[config.mk]
export PLATFORM = sky130hd
export DESIGN_NAME = lpq_ctrl
export DESIGN_NICKNAME = d
export VERILOG_FILES = /design/src/sv/lpq_pkg.sv /design/src/sv/lpq_ctrl.sv
export SDC_FILE = /design/constraint.sdc
export NUM_CORES = 1
export LEC_CHECK = 0
export BUFFER_PORTS_ARGS = -buffer_cell sky130_fd_sc_hd__buf_2
export CAP_MARGIN = 40
export CORE_MARGIN = 2
export CORE_UTILIZATION = 30
export DETAILED_ROUTE_END_ITERATION = 6
export PLACE_DENSITY = 0.67
export REMOVE_ABC_BUFFERS = 1
export SYNTH_ARGS = -nofsm -noshare
export SYNTH_HDL_FRONTEND = slang
export SYNTH_SLANG_ARGS = --single-unit
[constraint.sdc]
create_clock -name clk -period 1.3 [get_ports clk]
set_input_delay 0.065 -clock clk [delete_from_list [all_inputs] [get_ports clk]]
set_output_delay 0.065 -clock clk [all_outputs]
set_load 0.02 [all_outputs]
[src/sv/lpq_pkg.sv]
// ============================================================================
// lpq_pkg: shared definitions for the linked priority queue
// Command and status codes, compare modes, and the control and status
// structs that join the controller to the datapath.
// ============================================================================
`timescale 1ns / 1ps

package lpq_pkg;

    localparam int CAPACITY_DEF = 128;
    localparam int DATA_W       = 32;

    typedef enum logic [1:0] {
        CMD_PUSH  = 2'd0,
        CMD_POP   = 2'd1,
        CMD_TOP   = 2'd2,
        CMD_EMPTY = 2'd3
    } cmd_code_t;

    typedef enum logic [1:0] {
        ST_OK    = 2'd0,
        ST_EMPTY = 2'd1,
        ST_FULL  = 2'd2
    } status_t;

    typedef enum logic [1:0] {
        MODE_LT = 2'd0,
        MODE_LE = 2'd1,
        MODE_GT = 2'd2,
        MODE_GE = 2'd3
    } mode_t;

    // Commands from the controller to the datapath.
    typedef struct packed {
        logic    init_wr;
        logic    capture;
        logic    push_rd;
        logic    push_wr;
        logic    walk_start;
        logic    walk_step;
        logic    unlink_a;
        logic    unlink_b;
        logic    res_load;
        status_t res_status;
        logic    res_data;
    } ctl_t;

    // Status from the datapath to the controller.
    typedef struct packed {
        logic      init_done;
        logic      full;
        logic      empty;
        logic      walk_last;
        cmd_code_t cmd;
    } stat_t;

    // True when the candidate priority beats the current best.
    function automatic logic beats(input logic signed [DATA_W-1:0] cand,
                                   input logic signed [DATA_W-1:0] best,
                                   input mode_t mode);
        logic r;
        case (mode)
            MODE_LT: r = (cand < best);
            MODE_LE: r = (cand <= best);
            MODE_GT: r = (cand > best);
            MODE_GE: r = (cand >= best);
            default: r = 1'b0;
        endcase
        return r;
    endfunction

endpackage

[src/sv/lpq_ctrl.sv]
// ============================================================================
// lpq_ctrl: sequencing controller of the linked priority queue
// Steps through link initialization, push, list walk, unlink and response.
// ============================================================================
`timescale 1ns / 1ps

module lpq_ctrl (
    input  logic              clk,
    input  logic              rst_n,
    input  logic              req_valid,
    input  lpq_pkg::cmd_code_t req_command,
    output logic              req_ready,
    output logic              rsp_valid,
    input  logic              rsp_ready,
    input  lpq_pkg::stat_t    stat,
    output lpq_pkg::ctl_t     ctl
);

    typedef enum logic [2:0] {
        S_INIT,
        S_IDLE,
        S_PUSH_WR,
        S_WALK,
        S_UNLINK_A,
        S_UNLINK_B,
        S_RESP
    } state_t;

    state_t                state_reg, state_next;
    logic                  rsp_valid_reg, rsp_valid_next;
    lpq_pkg::status_t      res_status_reg, res_status_next;
    logic                  res_data_reg, res_data_next;

    always_comb
    begin
        state_next      = state_reg;
        res_status_next = res_status_reg;
        res_data_next   = res_data_reg;
        ctl             = '0;
        ctl.res_status  = res_status_reg;
        ctl.res_data    = res_data_reg;
        req_ready       = 1'b0;

        unique case (state_reg)
            S_INIT:
            begin
                if (stat.init_done)
                begin
                    state_next = S_IDLE;
                end
                else
                begin
                    ctl.init_wr = 1'b1;
                end
            end
            S_IDLE:
            begin
                req_ready = 1'b1;
                if (req_valid)
                begin
                    ctl.capture = 1'b1;
                    unique case (req_command) inside
                        lpq_pkg::CMD_PUSH:
                        begin
                            if (stat.full)
                            begin
                                res_status_next = lpq_pkg::ST_FULL;
                                res_data_next   = 1'b0;
                                state_next      = S_RESP;
                            end
                            else
                            begin
                                ctl.push_rd = 1'b1;
                                state_next  = S_PUSH_WR;
                            end
                        end
                        lpq_pkg::CMD_POP, lpq_pkg::CMD_TOP:
                        begin
                            if (stat.empty)
                            begin
                                res_status_next = lpq_pkg::ST_EMPTY;
                                res_data_next   = 1'b0;
                                state_next      = S_RESP;
                            end
                            else
                            begin
                                ctl.walk_start = 1'b1;
                                state_next     = S_WALK;
                            end
                        end
                        default:
                        begin
                            res_status_next = lpq_pkg::ST_OK;
                            res_data_next   = 1'b0;
                            state_next      = S_RESP;
                        end
                    endcase
                end
            end
            S_PUSH_WR:
            begin
                ctl.push_wr     = 1'b1;
                res_status_next = lpq_pkg::ST_OK;
                res_data_next   = 1'b0;
                state_next      = S_RESP;
            end
            S_WALK:
            begin
                ctl.walk_step = 1'b1;
                if (stat.walk_last)
                begin
                    res_status_next = lpq_pkg::ST_OK;
                    res_data_next   = 1'b1;
                    state_next      = (stat.cmd == lpq_pkg::CMD_POP) ? S_UNLINK_A : S_RESP;
                end
            end
            S_UNLINK_A:
            begin
                ctl.unlink_a = 1'b1;
                state_next   = S_UNLINK_B;
            end
            S_UNLINK_B:
            begin
                ctl.unlink_b = 1'b1;
                state_next   = S_RESP;
            end
            S_RESP:
            begin
                if (!rsp_valid_reg || rsp_ready)
                begin
                    ctl.res_load = 1'b1;
                    state_next   = S_IDLE;
                end
            end
            default:
            begin
                state_next = S_INIT;
            end
        endcase

        if (ctl.res_load)
        begin
            rsp_valid_next = 1'b1;
        end
        else if (rsp_ready)
        begin
            rsp_valid_next = 1'b0;
        end
        else
        begin
            rsp_valid_next = rsp_valid_reg;
        end
    end

    always_ff @(posedge clk or negedge rst_n)
    begin
        if (!rst_n)
        begin
            state_reg      <= S_INIT;
            rsp_valid_reg  <= 1'b0;
            res_status_reg <= lpq_pkg::ST_OK;
            res_data_reg   <= 1'b0;
        end
        else
        begin
            state_reg      <= state_next;
            rsp_valid_reg  <= rsp_valid_next;
            res_status_reg <= res_status_next;
            res_data_reg   <= res_data_next;
        end
    end

    assign rsp_valid = rsp_valid_reg;

`ifndef SYNTHESIS
    // Every accepted item leaves the idle state on the next cycle.
    a_accept_leaves_idle: assert property (@(posedge clk) disable iff (!rst_n)
        (req_valid && req_ready) |=> (state_reg != S_IDLE))
        else $error("accepted item did not start work");

    // A result only appears out of the response state.
    a_rsp_from_resp: assert property (@(posedge clk) disable iff (!rst_n)
        $rose(rsp_valid_reg) |-> ($past(state_reg) == S_RESP))
        else $error("result raised outside the response state");
`endif

endmodule

* Word-level counts from Yosys, hierarchy flattened
Cells that the tools add are included.
** Storage, ports and cells
- Register bits after elaboration :: 7
- Input port bits :: 12
- Output and inout bits :: 14
** Cells by class
- Equality and inequality tests :: 15
- Muxes and demuxes :: 40
- Reductions and logical operators :: 10
** Operators with widths (count)
- two-way mux 1 bit :: 21
- two-way mux 3 bit :: 6
- one-hot mux 3 bit (6 select lines) :: 1
- two-way mux 2 bit :: 7
- equality test 3 bit, second input constant :: 3
- inequality test 2 bit, second input constant :: 4
- equality test 3 x 2 -> 1 bit, second input constant :: 2
- inequality test 3 bit, second input constant :: 2
- one-hot mux 2 bit (3 select lines) :: 1
- one-hot mux 3 bit (2 select lines) :: 1
- AND reduction 5 bit :: 1
- equality test 2 x 1 -> 1 bit, second input constant :: 2
- one-hot mux 2 bit (2 select lines) :: 1
- AND reduction 4 bit :: 1
- OR reduction 2 bit :: 2
- equality test 3 x 1 -> 1 bit, second input constant :: 1
- logical NOT 3 bit :: 1
- one-hot mux 1 bit (3 select lines) :: 1
- nonzero test 3 bit :: 1
- equality test 2 bit, second input constant :: 1
- logical NOT 2 bit :: 1
- one-hot mux 1 bit (2 select lines) :: 1
- nonzero test 2 bit :: 1
- logical NOT 1 bit :: 1
- logical OR 1 bit :: 1

* Longest topological paths before layout
- Depth in word-level cells :: 5
- Depth in mapped cells :: 6
- Mapped depth without buffers :: 5

* Worst setup path after synthesis
No wires, ideal clock.
- Path kind :: register to register
- Start point :: register state_reg[2]
- End point :: register res_status_reg[0]
- Setup time :: 0.128 ns
- Data arrival time :: 1.293 ns
- Path slack :: -0.121 ns
- Cell stages (with the launch flop) :: 7
- Buffers on the path :: 1
- Period minus slack after synthesis :: 1.421 ns
- Cell sequence :: dfrtp_1 buf_6 nor3b_4 nand2_2 inv_2 and3_1 o31ai_1
** On the way
- Longest elaborated chain between the ends :: 3
- Elaborated cells between the ends (all ways) :: 10
- Those cells by class :: 7 x eq/ne; 1 x mux; 2 x reduce/logical
** RTL lines
- start: declaration :: line lpq_ctrl.sv:29 : state_t state_reg, state_next;
- start signal: assignment :: line lpq_ctrl.sv:166 : state_reg <= state_next;
- equality test 3 x 1 -> 1 bit / equality test 3 x 2 -> 1 bit (equally long branches) :: line lpq_ctrl.sv:44 : unique case (state_reg)
- inequality test 3 bit (no source line) (tied with other cells)
- AND reduction 5 bit (no source line)
- end signal: assignment :: line lpq_ctrl.sv:161 : res_status_reg <= lpq_pkg::ST_OK;
- end signal: assignment :: line lpq_ctrl.sv:168 : res_status_reg <= res_status_next;
- end: declaration :: line lpq_ctrl.sv:31 : lpq_pkg::status_t res_status_reg, res_status_next;
Parallel ways exist; a longest one is shown, timed or not.
A chain may end at the register's enable or synchronous reset.

==> run_results.csv <==
group,metric,value,unit
die,std_cell_rows,15,
sta,setup_viol,4,
sta,final-max-slew-violation-count,0,
detailed_routing,via_count_normalized_by_instance_count,4.89,
hold_path,timing.hold.worst.class,"primary input to flop",
die,floorplan.initialDensity,32.8,%
die,die_width,48.2,um
status,status,"finished with violations",
clock_network,inserted_clock_buffers,3,
power_and_ir_drop,power.ir.vdd_worst,1030,uV
detailed_routing,routed_wire_length_per_instance,11.4,um
layout,area_growth,50.0,%
critical_path,critical_path.n_buffers_inverters,1,
sta,min_period,1.35,ns
grt,grt_start_max_net_pins,8,
critical_path,setup.worst_path.class,"flop to output pin",
die,die-area,0.00232,mm^2
critical_path,timing.rr.end,"state_reg[0]$_DFFE_PN0P_",
logic_synthesis,yosysWarnings,0,
critical_path,critical_path.max_stage_delay,0.46,ns
clock_network,cts_tree,"built",
clock_network,worst_skew_pair.late_latency,0.26,ns
critical_path,cpLargestDelayFamily,"flip-flops",
power_and_ir_drop,leakagePower,0.446,nW
logic_synthesis,yosysTopAreaCellShare,29.9,%
detailed_routing,detail-route-antenna-nets,0,
detailed_routing,routed_wl,1460,um
layout,design_area,878,um^2
sta,timing.slew.headroom,80.4,%
logic_synthesis,synth.lib_cells_used.distinct,33,
sta,tightestPinTransition,0.292,ns
logic_synthesis,post_synth_main_area_contributors,"sky130_fd_sc_hd__dfrtp_1, sky130_fd_sc_hd__inv_1, sky130_fd_sc_hd__a21oi_1",
clock_network,cts_clk_pin_slew_worst_paths,0.06,ns
grt,overflow,0,
sta,postLayoutSetupSlackWorst,-0.0537,ns
layout,design.final.nets,118,
detailed_routing,detailroute.via_count,626,
job,maxCapViolCount,0,
critical_path,critPathCapture,"ctl[7]",
layout,final_cell_mix,"sky130_fd_sc_hd__buf_2, sky130_fd_sc_hd__buf_4, sky130_fd_sc_hd__inv_1",
logic_synthesis,synth.cell_area,586,um^2
logic_synthesis,synth.largest_area_cell,"sky130_fd_sc_hd__dfrtp_1",
logic_synthesis,seq_area_frac_synth,29.9,%
critical_path,critical_path.slowest_cell,"sky130_fd_sc_hd__dfrtp_2",
placed_design,post-dp-hpwl,1150,um
sta,fin_crit_sh,104,%
critical_path,timing.critical_path.arrival,1.29,ns
placed_design,placed_area,729,um^2
critical_path,setup.worst_path.start,"state_reg[1]$_DFFE_PN0P_",
die,floorplan.die.height,48.2,um
critical_path,setup.worst_path.end_class,"output pin",
critical_path,r2r_setup_slack,0.07,ns
clock_network,clk_root_buffer_cell,"sky130_fd_sc_hd__clkbuf_4",
die,ioPinCount,26,
critical_path,worst-r2r-cell-count,4,
clock_network,max-clock-path-buffers,2,
layout,fraction_of_layout_cells_with_a_size_suffix_above_1,53.4,%
detailed_routing,number_of_detailed_route_iterations_in_the_first_pass,4,
critical_path,critical_path.reg2reg.startpoint,"state_reg[1]$_DFFE_PN0P_",
layout,largest_register_ff_count,3,
clock_network,cts.sink_count,7,
critical_path,cp-start-kind,"flop",
detailed_routing,drc,0,
grt,first_global_vias,612,
logic_synthesis,number_of_instances_in_the_synthesized_netlist,68,
sta,finalHoldViolations,0,
logic_synthesis,yosys_register_bits,7,
power_and_ir_drop,power_per_cell_area,2210,mW/mm^2
clock_network,htree_levels,1,
layout,layout.cells.most_common,"sky130_fd_sc_hd__buf_2",
placed_design,placement.io_buffers,25,
grt,antenna_violations_before_repair,0,
layout,n_antenna_cell,0,
detailed_routing,drtIter0Drc,3,
sta,rsz0062_at_grt,"true",
sta,final.setup_skew,0.00917,ns
critical_path,cp_data_required_time,1.24,ns
grt,track_usage,16.0,%
critical_path,timing.critical_path.cells,"nor3b_4, nand2_2, nor2_1, buf_4",
logic_synthesis,postSynthAreaPerCell,8.61,um^2
status,violations,"setup timing",
grt,grt_pass1_wl,2460,um
critical_path,worst-path-stages,4,
placed_design,globalplace.congestion,0.753,
die,fp.coreArea,0.00178,mm^2
critical_path,critPathMaxFanout,7,
power_and_ir_drop,post-layout-total-power,1.94,mW
sta,max_freq,739,MHz
[worst min path at each step]
stage,depth (start not counted),slack [ns],start,end
after CTS,2,0.03,rsp_ready,rsp_valid$_DFFE_PN0P_
after floorplan,0,-0.23,rst_n,res_data_reg$_DFFE_PN0P_
final,2,0.03,rsp_ready,rsp_valid$_DFFE_PN0P_
after detailed placement,1,-0.09,rst_n,state_reg[2]$_DFFE_PN0P_
after global placement,1,-0.09,rst_n,state_reg[2]$_DFFE_PN0P_
after global routing,2,0.05,rsp_ready,rsp_valid$_DFFE_PN0P_
[repair_timing]
action,CTS,global route
endpoints found under the setup margin,12,12
setup buffers,6,0
resized for setup,11,12
gates cloned,0,0
pin swaps,4,4
hold endpoints to repair,7,0
hold buffers,1,0
[synthesized netlist by cell type, drive strengths merged]
| library cell | instances |
|---|---|
| o211ai | 1 |
| ha | 2 |
| nand2 | 4 |
| and3 | 2 |
| mux2i | 2 |
| buf | 6 |
| dfrtp | 7 |
| nor2 | 3 |
| nor4b | 1 |
| a31oi | 1 |
| o22ai | 1 |
| a211oi | 2 |
| a31o | 1 |
| o31ai | 2 |
| o21ai | 3 |
| nand4b | 1 |
| nor3b | 2 |
| nor2b | 2 |
| nand4 | 2 |
| nor4 | 1 |
| inv | 10 |
| nand2b | 2 |
| a41o | 1 |
| a21oi | 5 |
| o2bb2ai | 1 |
| nor3 | 2 |
| and2 | 1 |
[where the power goes]
part           internal (mW)  total, mW  switching (mW)
clock                  0.118      0.208          0.0902
sequential             0.324      0.461           0.137
combinational          0.635       1.27           0.637
[layout make-up]
| type | instances | area (um^2) |
|---|---|---|
| Clock buffer | 4 | 26.3 |
| Fill cell | 183 | 905 |
| Inverter | 10 | 37.5 |
| Multi-Input combinational cell | 45 | 350 |
| Sequential cell | 7 | 179 |
| Tap cell | 25 | 31.3 |
| Timing Repair Buffer | 37 | 254 |
[per-layer routing]
metal	share of wire (%)	track usage, %
met5	0	0
met3	5.9	5.56
met1	44	15.9
met4	2.7	9.73
met2	47	28.4
[through the flow]
step / TNS (ns) / cells / setup slack [ns] / utilization, % / hold WS (ns)
floorplan: -0.524 / 62 / -0.188 / - / -0.231
global placement: 0 / 117 / 0.0626 / 40.9 / -0.0895
detailed placement: -0.0247 / 117 / -0.0162 / 40.9 / -0.0897
CTS: -0.222 / 128 / -0.0756 / 47.2 / 0.0338
global route: -0.499 / 128 / -0.102 / 49.3 / 0.0532
finish: -0.140 / 128 / -0.0537 / 49.3 / 0.0269
[cell families (layout without fill, tap and decap cells)]
| family | count (synthesis) | in the layout | synth area share, % |
|---|---|---|---|
| flops | 7 | 7 | 29.9 |
| simple gates | 23 | 23 | 27.4 |
| compound gates | 18 | 18 | 20.1 |
| buf+inv | 16 | 51 | 15.0 |
| mux | 2 | 2 | 3.42 |
| fa+ha+maj | 2 | 2 | 4.27 |
Power figures use the tool's default switching activity.
